[src/sv/ucm_pkg.sv]
// Package: constants, types and helpers shared by the light-to-motor UART command block.
package ucm_pkg;

    localparam int OVERSAMPLE  = 8;
    localparam int CMD_BUF_LEN = 6;
    localparam int HALF_BIT    = OVERSAMPLE / 2;
    localparam int STOP_POINT  = HALF_BIT + 9 * OVERSAMPLE;
    localparam int CNT_W       = $clog2(STOP_POINT + 1);
    localparam int LEN_W       = $clog2(CMD_BUF_LEN + 1);
    localparam int DATA_BITS   = 8;

    localparam int FIFO_DEPTH  = 2;
    localparam int FIFO_AW     = (FIFO_DEPTH > 1) ? $clog2(FIFO_DEPTH) : 1;
    localparam int FIFO_CW     = $clog2(FIFO_DEPTH + 1);

    localparam int DIV_STEPS   = 16;
    localparam int DIV_CW      = $clog2(DIV_STEPS);

    localparam logic [7:0] CHAR_LF     = 8'h0A;
    localparam logic [7:0] CHAR_C      = 8'h43;
    localparam logic [7:0] SEL_LIGHT_LO = 8'h6C;
    localparam logic [7:0] SEL_LIGHT_HI = 8'h4C;
    localparam logic [7:0] SEL_MOTOR_LO = 8'h6D;
    localparam logic [7:0] SEL_MOTOR_HI = 8'h4D;
    localparam logic [7:0] MSB_SET     = 8'h80;
    localparam logic [7:0] DUTY_MAX    = 8'hFF;

    typedef struct packed {
        logic [7:0] light;
        logic [7:0] light_low;
        logic [7:0] light_high;
        logic [7:0] motor_low;
        logic [7:0] motor_high;
    } map_job_t;

    typedef struct packed {
        logic full;
        logic empty;
    } fifo_status_t;

    typedef enum logic [2:0] {
        BK_IDLE,
        BK_MUL,
        BK_PREP,
        BK_DIV,
        BK_DONE
    } back_state_t;

    function automatic logic is_sample_point(input logic [CNT_W-1:0] c);
        logic hit;
        hit = 1'b0;
        for (int k = 1; k <= DATA_BITS; k++)
        begin
            if (c == CNT_W'(HALF_BIT + k * OVERSAMPLE))
                hit = 1'b1;
        end
        return hit;
    endfunction

endpackage

[src/sv/ucm_front.sv]
// Front end: oversampled 8N1 receiver, command parser, range registers and job issue.
module ucm_front (
    input  logic              clk,
    input  logic              rst_n,
    input  logic              in_valid,
    output logic              in_ready,
    input  logic              action,
    input  logic              rx_level,
    input  logic [7:0]        light_sample,
    input  ucm_pkg::fifo_status_t q_status,
    output logic              push,
    output ucm_pkg::map_job_t push_job
);
    import ucm_pkg::*;

    logic             busy_reg, busy_next;
    logic [CNT_W-1:0] cnt_reg, cnt_next, cnt_inc;
    logic [7:0]       shift_reg, shift_next;
    logic [LEN_W-1:0] len_reg, len_next, len_eff;
    logic [7:0]       b0_reg, b0_next, b1_reg, b1_next, b2_reg, b2_next;
    logic [7:0]       ll_reg, ll_next, lh_reg, lh_next, ml_reg, ml_next, mh_reg, mh_next;
    logic             accept, tick, byte_done;

    assign in_ready = !q_status.full;
    assign accept   = in_valid && in_ready;
    assign tick     = accept && !action;
    assign push     = accept && action;

    always_comb
    begin
        push_job.light      = light_sample;
        push_job.light_low  = ll_reg;
        push_job.light_high = lh_reg;
        push_job.motor_low  = ml_reg;
        push_job.motor_high = mh_reg;
    end

    always_comb
    begin
        busy_next  = busy_reg;
        cnt_next   = cnt_reg;
        shift_next = shift_reg;
        len_next   = len_reg;
        b0_next    = b0_reg;
        b1_next    = b1_reg;
        b2_next    = b2_reg;
        ll_next    = ll_reg;
        lh_next    = lh_reg;
        ml_next    = ml_reg;
        mh_next    = mh_reg;
        byte_done  = 1'b0;
        cnt_inc    = cnt_reg + CNT_W'(1);
        len_eff    = (len_reg >= LEN_W'(CMD_BUF_LEN)) ? '0 : len_reg;

        if (tick)
        begin
            if (!busy_reg)
            begin
                if (!rx_level)
                begin
                    busy_next  = 1'b1;
                    shift_next = '0;
                    cnt_next   = '0;
                end
            end
            else
            begin
                cnt_next = cnt_inc;
                if (is_sample_point(cnt_inc))
                    shift_next = (shift_reg >> 1) | (rx_level ? MSB_SET : 8'h00);
                else if (cnt_inc >= CNT_W'(STOP_POINT))
                begin
                    busy_next = 1'b0;
                    byte_done = rx_level;
                end
            end
        end

        if (byte_done)
        begin
            if (shift_reg == CHAR_LF && len_reg != LEN_W'(2))
            begin
                if (len_reg == LEN_W'(3) && b0_reg == CHAR_C)
                begin
                    case (b1_reg)
                        SEL_LIGHT_LO: ll_next = b2_reg;
                        SEL_LIGHT_HI: lh_next = b2_reg;
                        SEL_MOTOR_LO: ml_next = b2_reg;
                        SEL_MOTOR_HI: mh_next = b2_reg;
                        default: ;
                    endcase
                end
                len_next = '0;
            end
            else
            begin
                case (len_eff)
                    LEN_W'(0): b0_next = shift_reg;
                    LEN_W'(1): b1_next = shift_reg;
                    LEN_W'(2): b2_next = shift_reg;
                    default: ;
                endcase
                len_next = len_eff + LEN_W'(1);
            end
        end
    end

    always_ff @(posedge clk or negedge rst_n)
    begin
        if (!rst_n)
        begin
            busy_reg  <= 1'b0;
            cnt_reg   <= '0;
            shift_reg <= '0;
            len_reg   <= '0;
            ll_reg    <= 8'h00;
            lh_reg    <= DUTY_MAX;
            ml_reg    <= 8'h00;
            mh_reg    <= DUTY_MAX;
        end
        else
        begin
            busy_reg  <= busy_next;
            cnt_reg   <= cnt_next;
            shift_reg <= shift_next;
            len_reg   <= len_next;
            ll_reg    <= ll_next;
            lh_reg    <= lh_next;
            ml_reg    <= ml_next;
            mh_reg    <= mh_next;
        end
    end

    always_ff @(posedge clk)
    begin
        b0_reg <= b0_next;
        b1_reg <= b1_next;
        b2_reg <= b2_next;
    end

endmodule

[src/sv/ucm_queue.sv]
// Short job queue between the front end and the map back end.
module ucm_queue (
    input  logic                  clk,
    input  logic                  rst_n,
    input  logic                  push,
    input  ucm_pkg::map_job_t     push_job,
    input  logic                  pop,
    output ucm_pkg::map_job_t     head_job,
    output ucm_pkg::fifo_status_t status
);
    import ucm_pkg::*;

    map_job_t           slot_reg [FIFO_DEPTH];
    logic [FIFO_AW-1:0] wr_reg, wr_next, rd_reg, rd_next;
    logic [FIFO_CW-1:0] count_reg, count_next;
    logic               do_push, do_pop;

    assign status.full  = (count_reg == FIFO_CW'(FIFO_DEPTH));
    assign status.empty = (count_reg == '0);
    assign do_push      = push && !status.full;
    assign do_pop       = pop && !status.empty;
    assign head_job     = slot_reg[rd_reg];

    always_comb
    begin
        wr_next    = wr_reg;
        rd_next    = rd_reg;
        count_next = count_reg;
        if (do_push)
            wr_next = (wr_reg == FIFO_AW'(FIFO_DEPTH - 1)) ? '0 : wr_reg + FIFO_AW'(1);
        if (do_pop)
            rd_next = (rd_reg == FIFO_AW'(FIFO_DEPTH - 1)) ? '0 : rd_reg + FIFO_AW'(1);
        if (do_push && !do_pop)
            count_next = count_reg + FIFO_CW'(1);
        else if (do_pop && !do_push)
            count_next = count_reg - FIFO_CW'(1);
    end

    always_ff @(posedge clk or negedge rst_n)
    begin
        if (!rst_n)
        begin
            wr_reg    <= '0;
            rd_reg    <= '0;
            count_reg <= '0;
        end
        else
        begin
            wr_reg    <= wr_next;
            rd_reg    <= rd_next;
            count_reg <= count_next;
        end
    end

    always_ff @(posedge clk)
    begin
        if (do_push)
            slot_reg[wr_reg] <= push_job;
    end

endmodule

[src/sv/ucm_back.sv]
// Back end: linear range map with a bit-serial divider and a registered output word.
module ucm_back (
    input  logic                  clk,
    input  logic                  rst_n,
    input  ucm_pkg::fifo_status_t q_status,
    input  ucm_pkg::map_job_t     head_job,
    output logic                  pop,
    output logic                  out_valid,
    input  logic                  out_ready,
    output logic [7:0]            motor_duty
);
    import ucm_pkg::*;

    back_state_t       state_reg, state_next;
    map_job_t          job_reg;
    logic signed [17:0] prod_reg;
    logic [15:0]       quo_reg, quo_next;
    logic [7:0]        rem_reg, rem_next;
    logic [7:0]        den_reg;
    logic              neg_reg;
    logic              zero_span_reg;
    logic [DIV_CW-1:0] step_reg;
    logic              out_valid_reg;
    logic [7:0]        duty_reg;

    logic              slot_free, load_job, do_mul, do_prep, do_div, do_out;
    logic signed [8:0] span, dx, dm;
    logic [8:0]        rem_sh;
    logic [16:0]       prod_mag;
    logic signed [17:0] q_signed, r_sum;
    logic [7:0]        duty_new;

    assign slot_free  = !out_valid_reg || out_ready;
    assign out_valid  = out_valid_reg;
    assign motor_duty = duty_reg;

    always_comb
    begin
        state_next = state_reg;
        case (state_reg)
            BK_IDLE: if (!q_status.empty) state_next = BK_MUL;
            BK_MUL:  state_next = BK_PREP;
            BK_PREP: state_next = (span == 9'sd0) ? BK_DONE : BK_DIV;
            BK_DIV:  if (step_reg == DIV_CW'(DIV_STEPS - 1)) state_next = BK_DONE;
            BK_DONE: if (slot_free) state_next = BK_IDLE;
            default: state_next = BK_IDLE;
        endcase
    end

    always_comb
    begin
        load_job = 1'b0;
        do_mul   = 1'b0;
        do_prep  = 1'b0;
        do_div   = 1'b0;
        do_out   = 1'b0;
        case (state_reg)
            BK_IDLE: load_job = !q_status.empty;
            BK_MUL:  do_mul   = 1'b1;
            BK_PREP: do_prep  = 1'b1;
            BK_DIV:  do_div   = 1'b1;
            BK_DONE: do_out   = slot_free;
            default: ;
        endcase
    end

    assign pop = load_job;

    always_comb
    begin
        span     = $signed({1'b0, job_reg.light_high}) - $signed({1'b0, job_reg.light_low});
        dx       = $signed({1'b0, job_reg.light}) - $signed({1'b0, job_reg.light_low});
        dm       = $signed({1'b0, job_reg.motor_high}) - $signed({1'b0, job_reg.motor_low});
        prod_mag = prod_reg[17] ? 17'(-prod_reg) : 17'(prod_reg);
        rem_sh   = {rem_reg, quo_reg[15]};
        if (rem_sh >= {1'b0, den_reg})
        begin
            rem_next = 8'(rem_sh - {1'b0, den_reg});
            quo_next = {quo_reg[14:0], 1'b1};
        end
        else
        begin
            rem_next = rem_sh[7:0];
            quo_next = {quo_reg[14:0], 1'b0};
        end
        q_signed = neg_reg ? -$signed({2'b00, quo_reg}) : $signed({2'b00, quo_reg});
        r_sum    = q_signed + $signed({10'b0, job_reg.motor_low});
        if (zero_span_reg)
            duty_new = job_reg.motor_low;
        else if (r_sum < 18'sd0)
            duty_new = 8'h00;
        else if (r_sum > 18'sd255)
            duty_new = DUTY_MAX;
        else
            duty_new = r_sum[7:0];
    end

    always_ff @(posedge clk or negedge rst_n)
    begin
        if (!rst_n)
        begin
            state_reg     <= BK_IDLE;
            out_valid_reg <= 1'b0;
            step_reg      <= '0;
        end
        else
        begin
            state_reg <= state_next;
            if (do_out)
                out_valid_reg <= 1'b1;
            else if (out_ready)
                out_valid_reg <= 1'b0;
            if (do_prep)
                step_reg <= '0;
            else if (do_div)
                step_reg <= step_reg + DIV_CW'(1);
        end
    end

    always_ff @(posedge clk)
    begin
        if (load_job)
            job_reg <= head_job;
        if (do_mul)
            prod_reg <= 18'(dx) * 18'(dm);
        if (do_prep)
        begin
            zero_span_reg <= (span == 9'sd0);
            neg_reg       <= prod_reg[17] ^ span[8];
            den_reg       <= span[8] ? 8'(-span) : span[7:0];
            quo_reg       <= prod_mag[15:0];
            rem_reg       <= 8'h00;
        end
        else if (do_div)
        begin
            quo_reg <= quo_next;
            rem_reg <= rem_next;
        end
        if (do_out)
            duty_reg <= duty_new;
    end

endmodule

[src/sv/uart_command_light_to_motor_map_core.sv]
// Top level: UART command receiver with light-to-motor range map.
//
//  channel  | signals                                 | direction
//  ---------+-----------------------------------------+----------
//  input    | in_valid/in_ready, action, rx_level,    | in
//           | light_sample                            |
//  output   | out_valid/out_ready, motor_duty         | out
//
// Ticks finish in the front end; it takes one word per cycle while the queue has room.
// A light sample passes through the back end as load, multiply, prepare, 16 steps of
// the one-bit-per-cycle divider (skipped for a zero light span), and the output write.
// Two queue slots let the front keep taking ticks while a map is running.
// rst_n resets the receiver, parser length, range bounds, queue and output valid.
// A stalled output word holds the back end in its final state.
module uart_command_light_to_motor_map_core (
    input  logic       clk,
    input  logic       rst_n,
    input  logic       in_valid,
    output logic       in_ready,
    input  logic       action,
    input  logic       rx_level,
    input  logic [7:0] light_sample,
    output logic       out_valid,
    input  logic       out_ready,
    output logic [7:0] motor_duty
);
    import ucm_pkg::*;

    fifo_status_t q_status;
    map_job_t     push_job, head_job;
    logic         push, pop;

    ucm_front u_front (
        .clk          (clk),
        .rst_n        (rst_n),
        .in_valid     (in_valid),
        .in_ready     (in_ready),
        .action       (action),
        .rx_level     (rx_level),
        .light_sample (light_sample),
        .q_status     (q_status),
        .push         (push),
        .push_job     (push_job)
    );

    ucm_queue u_queue (
        .clk      (clk),
        .rst_n    (rst_n),
        .push     (push),
        .push_job (push_job),
        .pop      (pop),
        .head_job (head_job),
        .status   (q_status)
    );

    ucm_back u_back (
        .clk        (clk),
        .rst_n      (rst_n),
        .q_status   (q_status),
        .head_job   (head_job),
        .pop        (pop),
        .out_valid  (out_valid),
        .out_ready  (out_ready),
        .motor_duty (motor_duty)
    );

endmodule
[config.mk]
export PLATFORM = sky130hd
export DESIGN_NAME = uart_command_light_to_motor_map_core
export DESIGN_NICKNAME = d
export VERILOG_FILES = /design/src/sv/ucm_pkg.sv /design/src/sv/ucm_front.sv /design/src/sv/ucm_queue.sv /design/src/sv/ucm_back.sv /design/src/sv/uart_command_light_to_motor_map_core.sv
export SDC_FILE = /design/constraint.sdc
export NUM_CORES = 1
export LEC_CHECK = 0
export BUFFER_PORTS_ARGS = -buffer_cell sky130_fd_sc_hd__buf_2
export CAP_MARGIN = 20
export CORE_ASPECT_RATIO = 0.7
export CORE_UTILIZATION = 64
export DETAILED_ROUTE_END_ITERATION = 6
export PLACE_DENSITY = 0.83
export SETUP_SLACK_MARGIN = 0.1
export SLEW_MARGIN = 15
export SYNTH_ARGS = -nofsm -noshare
export SYNTH_HDL_FRONTEND = slang
export SYNTH_SLANG_ARGS = --single-unit
[constraint.sdc]
create_clock -name clk -period 8.35 [get_ports clk]
set_input_delay 2.505 -clock clk [delete_from_list [all_inputs] [get_ports clk]]
set_output_delay 2.505 -clock clk [all_outputs]
set_load 0.005 [all_outputs]
Yosys cells after proc, flatten, opt, wreduce, memory -nomap -nowiden --
Memory sizes are Yosys's and may differ from the RTL's. A register that Yosys moved wholly into a read port is not among the register bits. Index checks and enable logic that the tools add are counted. W data, S select, Z words.
Word-level totals: register bits after elaboration 147, RAM bits 80, input port bits 14, output and inout bits 10, word-level logic and storage cells 167, memories 1
Cells by class: $add $sub $neg 15, $mul 1, $lt $le $gt $ge 5, eq/ne operators 29, muxes and demuxes 56, bitwise logic cells 3, reduce and logical (&&, ||, !) cells 33
Memory list:
- u_queue.slot_reg | words 2, bits a word 40, rd ports 1, clocked after Yosys merged registers in 1, write ports 1, line ucm_queue.sv:13 | map_job_t slot_reg [FIFO_DEPTH];
Operator list (count):
- $mux W8 | 9
- $mux W16 | 3
- $eq A8 B7 Y1 const B | 5
- $mux W1 | 30
- $eq A7 B6 Y1 const B | 4
- $sub A8 B8 Y9 | 3
- $add A18 B9 Y18 | 1
- $gt A18 B9 Y1 const B | 1
- $lt A18 B1 Y1 const B | 1
- $mul A9 B9 Y18 | 1
- $mux W18 | 1
- $mux W3 | 6
- $neg A16 Y18 | 1
- $neg A16 Y16 | 1
- $reduce_and A4 Y1 | 4
- $pmux W3 S5 | 1
- $reduce_and A3 Y1 | 5
- $eq A7 B5 Y1 const B | 2
- $mux W7 | 2
- $eq A3 B2 Y1 const B | 4
- $ge A9 B8 Y1 | 1
- $logic_and A1 B1 Y1 | 9
- $logic_not A9 Y1 | 1
- $eq A8 B4 Y1 const B | 1
- other kinds (30) | 45

Longest topological paths before layout --
Gate-level depths: netlist (run 1).
word-level depth 16, mapped depth 29, gate-level depth less buffers 29

By module --
From an unflattened synthesis (run 1), not the netlist that was laid out.
Second synthesis, totals: cell total of the unflattened synthesis 1327, area total of the unflattened synthesis 15906.5 um^2
Modules (own cells, without submodules):
- ucm_back | instances 1, cells each 937, area an instance 9351.5 um^2, seq. area each 3093.0 um^2
- ucm_queue | instances 1, cells each 144, area an instance 3286.9 um^2, seq. area each 2502.4 um^2
- ucm_front | instances 1, cells each 246, area an instance 3268.1 um^2, seq. area each 2016.9 um^2

Least setup slack after synthesis (run 1) --
OpenSTA, ideal clock, no wires.
path type reg2reg, from register, netlist name u_back.job_reg[0], to register u_back.prod_reg[15], data pin, setup time 0.258 ns, arrival 6.500 ns, data required time 8.092 ns, setup slack 1.592 ns, stages on the path, launching flop included 28, buffers on the path 1, period minus slack after synthesis 6.758 ns, cell sequence edfxtp_1 > inv_1 > ha_1 > inv_1 > fa_1 > a21o_1 > a21oi_1 > o21bai_1 > a21oi_1 > o21bai_1 > a21o_1 > clkbuf_1 > or2_2 > fa_1 > fa_1 > fa_1 > fa_1 > fa_1 > inv_1 > ha_1 > a21oi_1 > nor2b_1 > o21a_1 > o311ai_1 > a21boi_0 > o21ai_1 > nor2b_1 > xnor2_1
Between the ends: word-level cells in the longest chain between the ends 2
Ends and longest elaborated chain:
- $sub A8 B8 Y9 | line ucm_back.sv:73 | dm = $signed({1'b0, job_reg.motor_high}) - $signed({1'b0, job_reg.motor_low});
- $mul A9 B9 Y18 | line ucm_back.sv:125 | prod_reg <= 18'(dx) * 18'(dm);
- end signal: assignment | line ucm_back.sv:125
- end: declaration | line ucm_back.sv:16 | logic signed [17:0] prod_reg;
No other way between the ends. A chain may end at the register's enable or synchronous reset.

Worst setup path in the final report (run 1) --
from register, netlist name u_back.job_reg[9], to register u_back.prod_reg[15], data pin
Between the ends: word-level cells in the longest chain between the ends 2
Ends and longest elaborated chain (line):
- $sub A8 B8 Y9 | ucm_back.sv:73
- $mul A9 B9 Y18 | ucm_back.sv:125
No other way between the ends.

==> results of run 1 <==
-- final cells by class --
| type | instances | area share |
|---|---|---|
| clock inverter | 11 | 0.005536 |
| sequential | 266 | 0.4552 |
| tap | 318 | 0.02379 |
| multi-input combinational | 843 | 0.4317 |
| clock buffer | 35 | 0.04332 |
| timing repair buffer | 30 | 0.01002 |
| inverter | 136 | 0.03052 |
-- layout by cell type (no fill, tap or decap), types with 12 or more instances in the layout --
master	netlist	layout
ha_1	88	88
xnor2_1	58	58
nand3_1	17	17
clkbuf_16	0	26
nand2b_1	24	24
edfxtp_1	195	195
o31ai_1	13	13
xor2_1	29	29
inv_1	133	133
mux2_2	67	67
a21oi_1	27	27
a21o_1	21	21
nand2_1	113	113
fa_1	75	75
and2_1	13	12
dfstp_2	16	16
buf_2	1	23
o21ai_0	59	59
dfrtp_1	47	47
nor2_1	71	70
nor2b_1	17	17
-- worst register-to-register path, stage by stage (launching register included) --
cell and delay [ps]:
edfxtp_1 420, inv_1 170, ha_1 260, nor2b_1 130
o21ai_0 200, nand2b_1 160, a21oi_1 170, o21bai_1 120
a21o_1 190, a21oi_1 160, xor2_1 700, nand2b_1 230
fa_1 460, fa_1 520, fa_1 510, fa_1 510
fa_1 510, inv_1 50, ha_1 330, a21oi_1 220
nor2b_1 70, o21a_1 180, o311ai_1 290, a21boi_0 150
o21ai_1 190, nor2b_1 180, xnor2_1 80
-- final timing paths --
| kind | depth (start not counted) | endpoint | slack [ps] | from |
|---|---|---|---|---|
| worst max-delay path | 26 | u_back.prod_reg[15]$_DFFE_PP_ | 950 | u_back.job_reg[9]$_DFFE_PP_ |
| worst min-delay path | 0 | u_queue.slot_reg[0][9]$_DFFE_PP_ | 460 | u_front.ml_reg[1]$_DFFE_PN0P_ |
| worst max register to register | 26 | u_back.prod_reg[15]$_DFFE_PP_ | 950 | u_back.job_reg[9]$_DFFE_PP_ |
| worst min register to register | 0 | u_queue.slot_reg[0][9]$_DFFE_PP_ | 460 | u_front.ml_reg[1]$_DFFE_PN0P_ |
| max in group asynchronous | 2 | u_front.ml_reg[4]$_DFFE_PN0P_ | 5630 | rst_n |
| min in group asynchronous | 2 | u_front.ll_reg[7]$_DFFE_PN0P_ | 2150 | rst_n |
-- through the flow --
| step | setup WS (ps) | instances | instance area [um^2] |
|---|---|---|---|
| 2_1_floorplan | 1592 | 1271 | 15450 |
| 3_3_place_gp | 1351 | 1592 | 15900 |
| 3_5_place_dp | 1087 | 1593 | 15910 |
| 4_1_cts | 977.2 | 1639 | 16720 |
| 5_1_grt | 449.6 | 1639 | 16720 |
| 6_report | 945.1 | 1639 | 16720 |
-- metal layers --
metal,GRT usage,share of wire,vias up
met5,0,0,-
met4,0.06369,0.021,0
met3,0.04339,0.074,59
met2,0.3977,0.45,316
met1,0.3786,0.46,4657
li1,-,-,4508
-- logic make-up (layout without fill, tap and decap cells) --
| kind of cell | Yosys count | after routing | share of synthesized area |
|---|---|---|---|
| simple gates | 321 | 321 | 0.1027 |
| xor+xnor | 89 | 89 | 0.05144 |
| flops | 266 | 266 | 0.4928 |
| buf+inv | 162 | 212 | 0.04115 |
| fa+ha+maj | 163 | 163 | 0.1685 |
| compound gates | 191 | 191 | 0.08611 |
| mux | 79 | 79 | 0.05727 |
==> results.md, run 1 <==
* Avg Cell Area, Syn at 12.15 um^2
* Die footprint at 24770 um^2
* Util after Layout at 0.7075
* Hold Path Class: flop to flop
* PostCTS Resize Cnt at 0
* Fin Setup TNS at 0 ps
* Yosys cell types at 78
* CP max-delay cell: xor2_1
* Max-slew headroom at 0.3237
* Core area at 23640 um^2
* Net Count, Synth at 1448
* Clock tree buffer depth at 3
* CTS tree: done
* Postcts setup bufs at 0
* Synthesized flop and latch total at 266
* Hpwl dp at 21820 um
* Yosys top cell area share at 0.3791
* Max incr delay on CP at 700 ps
* Top FF cell, synth: edfxtp_1
* Buffers and inverters on the worst path at 2
* Ports at 24
* Clock Sink Count at 266
* Worst-path clk slew at 70 ps
* Crit path required time at 8640 ps
* Maximum clock rate at 135.0 MHz
* Synth Instances at 1271
* Routed vias at 9540
* Final Setup Violations at 0
* Number of global-route vias before repair at 9614
* CTS Buf Count at 25
* Delay-heaviest family, CP: adder cells
* Top-count cell post-synth: edfxtp_1
* Synth async-reset ratio at 0.2368
* Largest register FFs at 80
* Die width at 187.7 um
* Clk root buf: clkbuf_16
* Register area at 7612 um^2
* Floorplan die height at 132.0 um
* Starting density of the core at 0.6534
* Site Rows at 47
* Clock Latency Late Sink at 530 ps
* Max-slew violation count at 0
* Synth top area cells: edfxtp_1 38%, fa_1 9.7%, dfrtp_1 7.6%
* Final nets at 1479
* Startpoint types: flop
* Global-route wire length before repair at 49680 um
* Routed WL at 30360 um
* GRT overflow at 0
* GRT Util Overall at 0.2558
* Final Hold Vio Count at 0
* Total of max-cap violations at 0
* Routed len/inst at 18.52 um
* Fraction of layout cells with a size suffix above 1 at 0.1400
* Initial DRC count at 802
* Via-to-Cell Ratio at 5.821
* Layout filler cell count at 1579
* Clock skew at 17.80 ps
* Area Growth Syn to Fin at 8.279%
* Hold-fix buffers at CTS at 0
* Post-synth EDFFs at 195
* Ant. Diodes at 0
* Min Hold Slack at 460.1 ps
* Worst Path Max Fanout at 10
* Largest net degree at the start of global routing at 64
* Initial antenna violation count at 1
* YS warnings at 0
* Register area share after synthesis at 0.4928
* Final Cycle Share at 0.8868
* H-tree depth at 1
* Arr. time, crit path at 7690 ps
* 1st-pass router iterations at 5
* Synth cell count leaders: 195 x edfxtp_1, 133 x inv_1, 113 x nand2_1, 88 x ha_1, 75 x fa_1
* Post-layout min period at 7405 ps
* Gpl congestion at 0.8893
* PortBufs at 23
* RSZ-0062 raised after global routing: no
* Most used cell, CP: fa_1
* # DRC at 0
* Area of the multi-input gates at 7219 um^2
* Endpoint type of the worst setup path: flop
* Slew @ Worst Pin at 1014 ps
* Status: finished, final reports clean
* Antenna viol nets, final at 0
* Mapped Area at 15450 um^2
* Critical path type: flop to flop
* Area leader, netlist: edfxtp_1
Power of run 1 is left out: the tool's default activity adds up to more than one toggle a clock period on the data nets, which glitch-free logic cannot reach.
==> run 2: changes to the inputs <==
--- a/config.mk
+++ b/config.mk
@@ -7,7 +7,7 @@
 export LEC_CHECK = 0
 export BUFFER_PORTS_ARGS = -buffer_cell sky130_fd_sc_hd__buf_2
 export CAP_MARGIN = 20
-export CORE_ASPECT_RATIO = 0.7
+export CORE_ASPECT_RATIO = 1.2
 export CORE_UTILIZATION = 64
 export DETAILED_ROUTE_END_ITERATION = 6
 export PLACE_DENSITY = 0.83
@@ -15,4 +15,5 @@
 export SLEW_MARGIN = 15
 export SYNTH_ARGS = -nofsm -noshare
 export SYNTH_HDL_FRONTEND = slang
+export SYNTH_HIERARCHICAL = 1
 export SYNTH_SLANG_ARGS = --single-unit
==> run 2 against run 1 <==
Compared with the run above:
- the flow now finishes with violations (DRC)
- synthesized cell count is 4.4% higher
- clock skew is 8.4 ps higher
- fmax is 0.18% higher
- final cell count is 2.8% higher
- largest cell class unchanged
- highest routed layer unchanged
==> results.md, run 2 <==
* Gpl congestion at 0.9469 (+6.5%)
* Buffers and inverters on the worst path at 5 (+3)
* # DRC at 1 (+1)
* Commonest non-fill, non-tap cell in the layout: edfxtp_1
* Routed len/inst at 18.37 um (-0.81%)
* Die width at 145.9 um (-22%)
* Routed WL at 30960 um (+2.0%)
* Core area at 24200 um^2 (+2.4%)
* Top-count cell post-synth: edfxtp_1
* Hold-fix buffers at CTS at 0 (unchanged)
* Fin Setup TNS at 0 ps (unchanged)
* Max incr delay on CP at 550 ps (-150 ps)
* Ant. Diodes at 0 (unchanged)
* Synth cell count leaders: 195 x edfxtp_1, 144 x inv_1, 104 x nand2_1, 87 x ha_1, 76 x fa_1
* Largest net degree at the start of global routing at 64 (unchanged)
* Maximum VDD drop at 0.2619 mV
* Maximum clock rate at 135.3 MHz (+0.18%)
* Avg Cell Area, Syn at 11.99 um^2 (-1.4%)
* Max-slew headroom at 0.3259 (+0.002271)
* Clock tree buffer depth at 3 (unchanged)
* Postcts setup bufs at 0 (unchanged)
* Mapped Area at 15910 um^2 (+3.0%)
* Clock Sink Count at 266 (unchanged)
* Design area at 17100 um^2 (+2.2%)
* Total of max-cap violations at 0 (unchanged)
* Layout filler cell count at 1648 (+4.4%)
* Area Growth Syn to Fin at 7.496%
* Arr. time, crit path at 7650 ps (-40 ps)
* Max-slew violation count at 0 (unchanged)
* Min Hold Slack at 444.7 ps (-15.38 ps)
* Most frequent cells in the layout: 195 x edfxtp_1, 144 x inv_1, 104 x nand2_1
* Startpoint types: flop
* Worst Path Max Fanout at 10 (unchanged)
* Hpwl dp at 23190 um (+6.2%)
* Initial DRC count at 636 (-21%)
* Placed cell areas at 16240 um^2 (+2.1%)
* Post-synth EDFFs at 195 (unchanged)
* PortBufs at 23 (unchanged)
* Status: finished with violations
* Synth top area cells: edfxtp_1 37%, fa_1 9.6%, dfrtp_1 7.4%
* Synth async-reset ratio at 0.2368 (unchanged)
* Final Cycle Share at 0.8853 (-0.001550)
* Yosys top cell area share at 0.3681 (-0.01097)
* Clock Latency Late Sink at 530 ps (about the same)
* Crit path required time at 8610 ps (-30 ps)
* RSZ-0062 raised after global routing: no
* Die footprint at 25490 um^2 (+2.9%)
* Register area share after synthesis at 0.4786 (-0.01427)
* Synthesized flop and latch total at 266 (unchanged)
* Area leader, netlist: edfxtp_1
* Worst-path clk slew at 60 ps (about the same)
* Leak at 7.062 nW
* Dpl cells at 1635 (+2.6%)
* Hold Path Class: flop to flop
* Synth Instances at 1327 (+4.4%)
* Site Rows at 62 (+32%)
* Global-route wire length before repair at 50650 um (+1.9%)
* H-tree depth at 1 (unchanged)
* Area of the multi-input gates at 7497 um^2 (+3.8%)
* Delay-heaviest family, CP: adder cells
* Net Count, Synth at 1504 (+3.9%)
* Routed vias at 10030 (+5.2%)
* Most used cell, CP: fa_1
* YS warnings at 6 (+6)
* Register-to-register setup slack at 960 ps (about the same)
* Via-to-Cell Ratio at 5.954 (+2.3%)
* Antenna viol nets, final at 0 (unchanged)
* Initial antenna violation count at 0 (-1)
* Critical path type: flop to flop
* Final Setup Violations at 0 (unchanged)
* Yosys cell types at 80 (+2.6%)
* Top FF cell, synth: edfxtp_1
* Fraction of layout cells with a size suffix above 1 at 0.1385 (-0.001584)
* Non-filler instance count after layout at 1685 (+2.8%)
* Final nets at 1521 (+2.8%)
* Starting density of the core at 0.6572 (+0.003824)
* CTS Buf Count at 27 (+8.0%)
* Final Hold Vio Count at 0 (unchanged)
* GRT Util Overall at 0.2499 (-0.005898)
* Floorplan die height at 174.7 um (+32%)
* Largest register FFs at 80 (unchanged)
* CP max-delay cell: fa_1
* Endpoint type of the worst setup path: flop
* Register area at 7614 um^2 (about the same)
* PostCTS Resize Cnt at 0 (unchanged)
* GRT overflow at 0 (unchanged)
* Post-layout min period at 7392 ps (-12.94 ps)
* Number of global-route vias before repair at 10550 (+9.7%)
* Pwr dens at 338.8 nW/um^2
* Clock skew at 26.18 ps (+8.383 ps)
* Ports at 24 (unchanged)
* CTS tree: done
* 1st-pass router iterations at 7 (+2)
* Slew @ Worst Pin at 1010 ps (-4.428 ps)
* Clk root buf: clkbuf_16
* Failing checks: DRC
run 2: layout make-up:
| cell class | count | share of cell area |
|---|---|---|
| Clock buffer | 35 | 0.04244 |
| Clock inverter | 15 | 0.008049 |
| Inverter | 145 | 0.03183 |
| Multi-Input combinational cell | 874 | 0.4385 |
| Sequential cell | 266 | 0.4453 |
| Tap cell | 320 | 0.02342 |
| Timing Repair Buffer | 30 | 0.01054 |
run 2: cell families (layout without fill, tap and decap cells):
group                      Yosys count  after routing  share of synthesized area
AOI/OAI and AO/OA                  206            206                    0.08826
DFF                                266            266                     0.4786
and+or+nand+nor                    345            345                     0.1082
buffers and inverters              187            225                    0.05136
adders and majority gates          163            163                     0.1641
xor gates and xnor gates            79             79                    0.04350
muxes                               81             81                    0.06607
run 2: per-layer routing:
layer / part of all wire / global-route usage / up-vias
li1: - / - / 4722
met1: 0.39 / 0.2866 / 4974
met2: 0.53 / 0.4693 / 259
met3: 0.043 / 0.03185 / 77
met4: 0.035 / 0.1009 / 0
met5: 0 / 0 / -
run 2: final timing paths:
path / to / cells past startpoint / startpoint
worst max register to register: u_back/prod_reg[17]$_DFFE_PP_ / 26 / u_back/job_reg[0]$_DFFE_PP_
max in group asynchronous: u_queue/rd_reg$_DFFE_PN0P_ / 2 / rst_n
min in group asynchronous: u_front/shift_reg[4]$_DFFE_PN0P_ / 2 / rst_n
worst min-delay path: u_back/rem_reg[7]$_SDFFE_PP0N_ / 2 / u_back/rem_reg[7]$_SDFFE_PP0N_
worst max-delay path: u_back/prod_reg[17]$_DFFE_PP_ / 26 / u_back/job_reg[0]$_DFFE_PP_
worst min register to register: u_back/rem_reg[7]$_SDFFE_PP0N_ / 2 / u_back/rem_reg[7]$_SDFFE_PP0N_
run 2: report_power, final:
group	internal [mW]	switching [mW]
logic	1.23	1.44
clock network	0.676	0.483
registers	1.78	0.191
run 2: per-stage QoR:
stage / worst slack (ps) / power (mW) / util
after global placement: 1127 / 4.520 / 0.6700
after global routing: 570.3 / 6.263 / 0.7065
final: 958.1 / 5.792 / 0.7065
after floorplan: 1354 / 4.134 / -
after detailed placement: 962.5 / 4.652 / 0.6708
after CTS: 931.0 / 5.827 / 0.7065
run 2: worst reg2reg max path: cells and delay by family (launching register included):
kind / cells / cell delay, ps
AO/OA/AOI/OAI: 11 / 2480
buffers and inverters: 5 / 280
AND/OR/NAND/NOR: 1 / 350
XOR/XNOR: 1 / 130
flip-flops: 1 / 370
adder cells (fa/ha/maj): 8 / 3470
(Power assumes the default switching activity.)
==> run 3: changes to the inputs <==
--- a/config.mk
+++ b/config.mk
@@ -10,6 +10,7 @@
 export CORE_ASPECT_RATIO = 1.2
 export CORE_UTILIZATION = 64
 export DETAILED_ROUTE_END_ITERATION = 6
+export MAX_ROUTING_LAYER = met4
 export PLACE_DENSITY = 0.83
 export SETUP_SLACK_MARGIN = 0.1
 export SLEW_MARGIN = 15
==> run 3 against run 2 <==
Compared with the run above:
- the flow now finishes without violations
- via count hardly changed
- non-clock buffer count is 1 higher
- first-iteration DRC count is 4.9% higher
- sequential share of layout area is 0.062 points lower
- critical endpoint unchanged
==> results.md, run 3 (synthesis results as in run 2) <==
* Status: finished, final reports clean
* Critical path type: flop to flop
* Maximum clock rate at 135.3 MHz (about the same)
* Number of global-route vias before repair at 10190 (-3.4%)
* Die footprint at 25490 um^2 (unchanged)
* Slew @ Worst Pin at 1080 ps (+70.40 ps)
* RSZ-0062 raised after global routing: no
* Clock Sink Count at 266 (unchanged)
* Ant. Diodes at 0 (unchanged)
* PostCTS Resize Cnt at 0 (unchanged)
* Commonest non-fill, non-tap cell in the layout: edfxtp_1
* Starting density of the core at 0.6572 (unchanged)
* Pwr dens at 340.2 nW/um^2 (+0.41%)
* Final Hold Vio Count at 0 (unchanged)
* Fraction of layout cells with a size suffix above 1 at 0.1400 (+0.001568)
* Endpoint type of the worst setup path: flop
* Largest net degree at the start of global routing at 64 (unchanged)
* Site Rows at 62 (unchanged)
* Arr. time, crit path at 7660 ps (about the same)
* Area Growth Syn to Fin at 7.646%
* Worst Setup Slack, final at 957.6 ps (-0.5110 ps)
* # DRC at 0 (-1)
* GRT overflow at 0 (unchanged)
* Postcts setup bufs at 0 (unchanged)
* GRT Util Overall at 0.2566 (+0.006696)
* Routed vias at 10030 (-0.060%)
* Final nets at 1521 (unchanged)
* Maximum VDD drop at 0.2417 mV (-7.7%)
* Die width at 145.9 um (unchanged)
* Max-slew headroom at 0.2790 (-0.04698)
* Via-to-Cell Ratio at 5.954 (about the same)
* Hold-fix buffers at CTS at 0 (unchanged)
* Worst Path Max Fanout at 10 (unchanged)
* Global-route wire length before repair at 50400 um (-0.48%)
* Ports at 24 (unchanged)
* 1st-pass router iterations at 5 (-2)
* Routed WL at 30850 um (-0.34%)
* H-tree depth at 1 (unchanged)
* Total of max-cap violations at 0 (unchanged)
* Hpwl dp at 22760 um (-1.9%)
* Worst-path clk slew at 70 ps (about the same)
* Final Setup Violations at 0 (unchanged)
* Final Cycle Share at 0.8853 (about the same)
* Gpl congestion at 0.9378 (-0.96%)
* Most frequent cells in the layout: 195 x edfxtp_1, 144 x inv_1, 104 x nand2_1
* Core area at 24200 um^2 (unchanged)
* Routed len/inst at 18.32 um (-0.28%)
* Crit path required time at 8620 ps (about the same)
* Leak at 7.084 nW (+0.32%)
* CTS Buf Count at 26 (-3.7%)
* Fin Setup TNS at 0 ps (unchanged)
* Clock Latency Late Sink at 540 ps (about the same)
* Clock skew at 21.97 ps (-4.212 ps)
* Largest register FFs at 80 (unchanged)
* PortBufs at 23 (unchanged)
* Startpoint types: flop
* Clock tree buffer depth at 3 (unchanged)
* CTS tree: done
* Hold Path Class: flop to flop
* Post-layout min period at 7392 ps (+0.5110 ps)
* Max-slew violation count at 0 (unchanged)
* Pre-CTS setup slack at 998.2 ps (+35.71 ps)
* Clk root buf: clkbuf_16
* Initial DRC count at 667 (+4.9%)
* Floorplan die height at 174.7 um (unchanged)
* Antenna viol nets, final at 0 (unchanged)
* Initial antenna violation count at 0 (unchanged)
* Layout filler cell count at 1630 (-1.1%)
## run 3: cell types whose count changed in the layout (fill, tap and decap cells not counted), sizes merged
cell,previous run,this run
buf,30,31
clkinv,9,7
clkbuf,35,36
inv,145,146
clkinvlp,4,2
## run 3: path summary, 6_finish.rpt
check | start | depth (start not counted) | end | slack [ps]
min in group asynchronous | rst_n | 2 | u_front/cnt_reg[0]$_DFFE_PN0P_ | 2130
worst min register to register | u_back/rem_reg[7]$_SDFFE_PP0N_ | 2 | u_back/rem_reg[7]$_SDFFE_PP0N_ | 460
worst min-delay path | u_back/rem_reg[7]$_SDFFE_PP0N_ | 2 | u_back/rem_reg[7]$_SDFFE_PP0N_ | 460
max in group asynchronous | rst_n | 2 | u_queue/rd_reg$_DFFE_PN0P_ | 5640
worst max-delay path | u_back/job_reg[0]$_DFFE_PP_ | 26 | u_back/prod_reg[17]$_DFFE_PP_ | 960
worst max register to register | u_back/job_reg[0]$_DFFE_PP_ | 26 | u_back/prod_reg[17]$_DFFE_PP_ | 960
## run 3: report_power, final
part | total (mW) | switching (mW) | internal, mW
clock network | 1.18 | 0.487 | 0.696
registers | 1.96 | 0.184 | 1.77
logic | 2.68 | 1.46 | 1.23
## run 3: per-layer routing
layer / wire, um / track usage
met2: 16450 / 0.4653
met3: 1382 / 0.02559
met5: 0 / -
met1: 12260 / 0.3006
met4: 756 / 0.07807
## run 3: area by class of cell
cell class | count | area, um^2 | share of cell area
sequential | 266 | 7614 | 0.4446
multi-input combinational | 874 | 7497 | 0.4379
clock buffer | 36 | 750.7 | 0.04384
inverter | 145 | 544.3 | 0.03179
tap | 320 | 400.4 | 0.02338
timing repair buffer | 31 | 187.7 | 0.01096
clock inverter | 12 | 128.9 | 0.007526
## run 3: worst max-delay path, stage by stage (launching register included)
cell and delay (ps):
edfxtp_1 360, inv_1 80, ha_1 150, inv_1 50, fa_1 390, a21o_1 200
a21oi_1 310, o21ai_0 130, a21oi_1 240, o21bai_1 90, a21o_1 320, or2_2 350
fa_1 510, fa_1 540, inv_1 60, fa_1 500, fa_1 550, inv_1 50
fa_1 500, inv_1 40, ha_1 320, o21ai_0 120, a21boi_0 180, o41a_1 370
a41o_1 270, o41a_1 330, xnor2_1 130
## run 3: stage by stage
stage,instance area [um^2],instances,hold slack [ps],util,total power [mW]
3_3_place_gp,16220,1635,432.0,0.6703,4.524
4_1_cts,17120,1684,464.2,0.7075,5.856
3_5_place_dp,16240,1636,450.6,0.6711,4.639
2_1_floorplan,15910,1327,422.9,-,4.134
5_1_grt,17120,1684,478.8,0.7075,6.284
6_report,17120,1684,456.5,0.7075,5.824
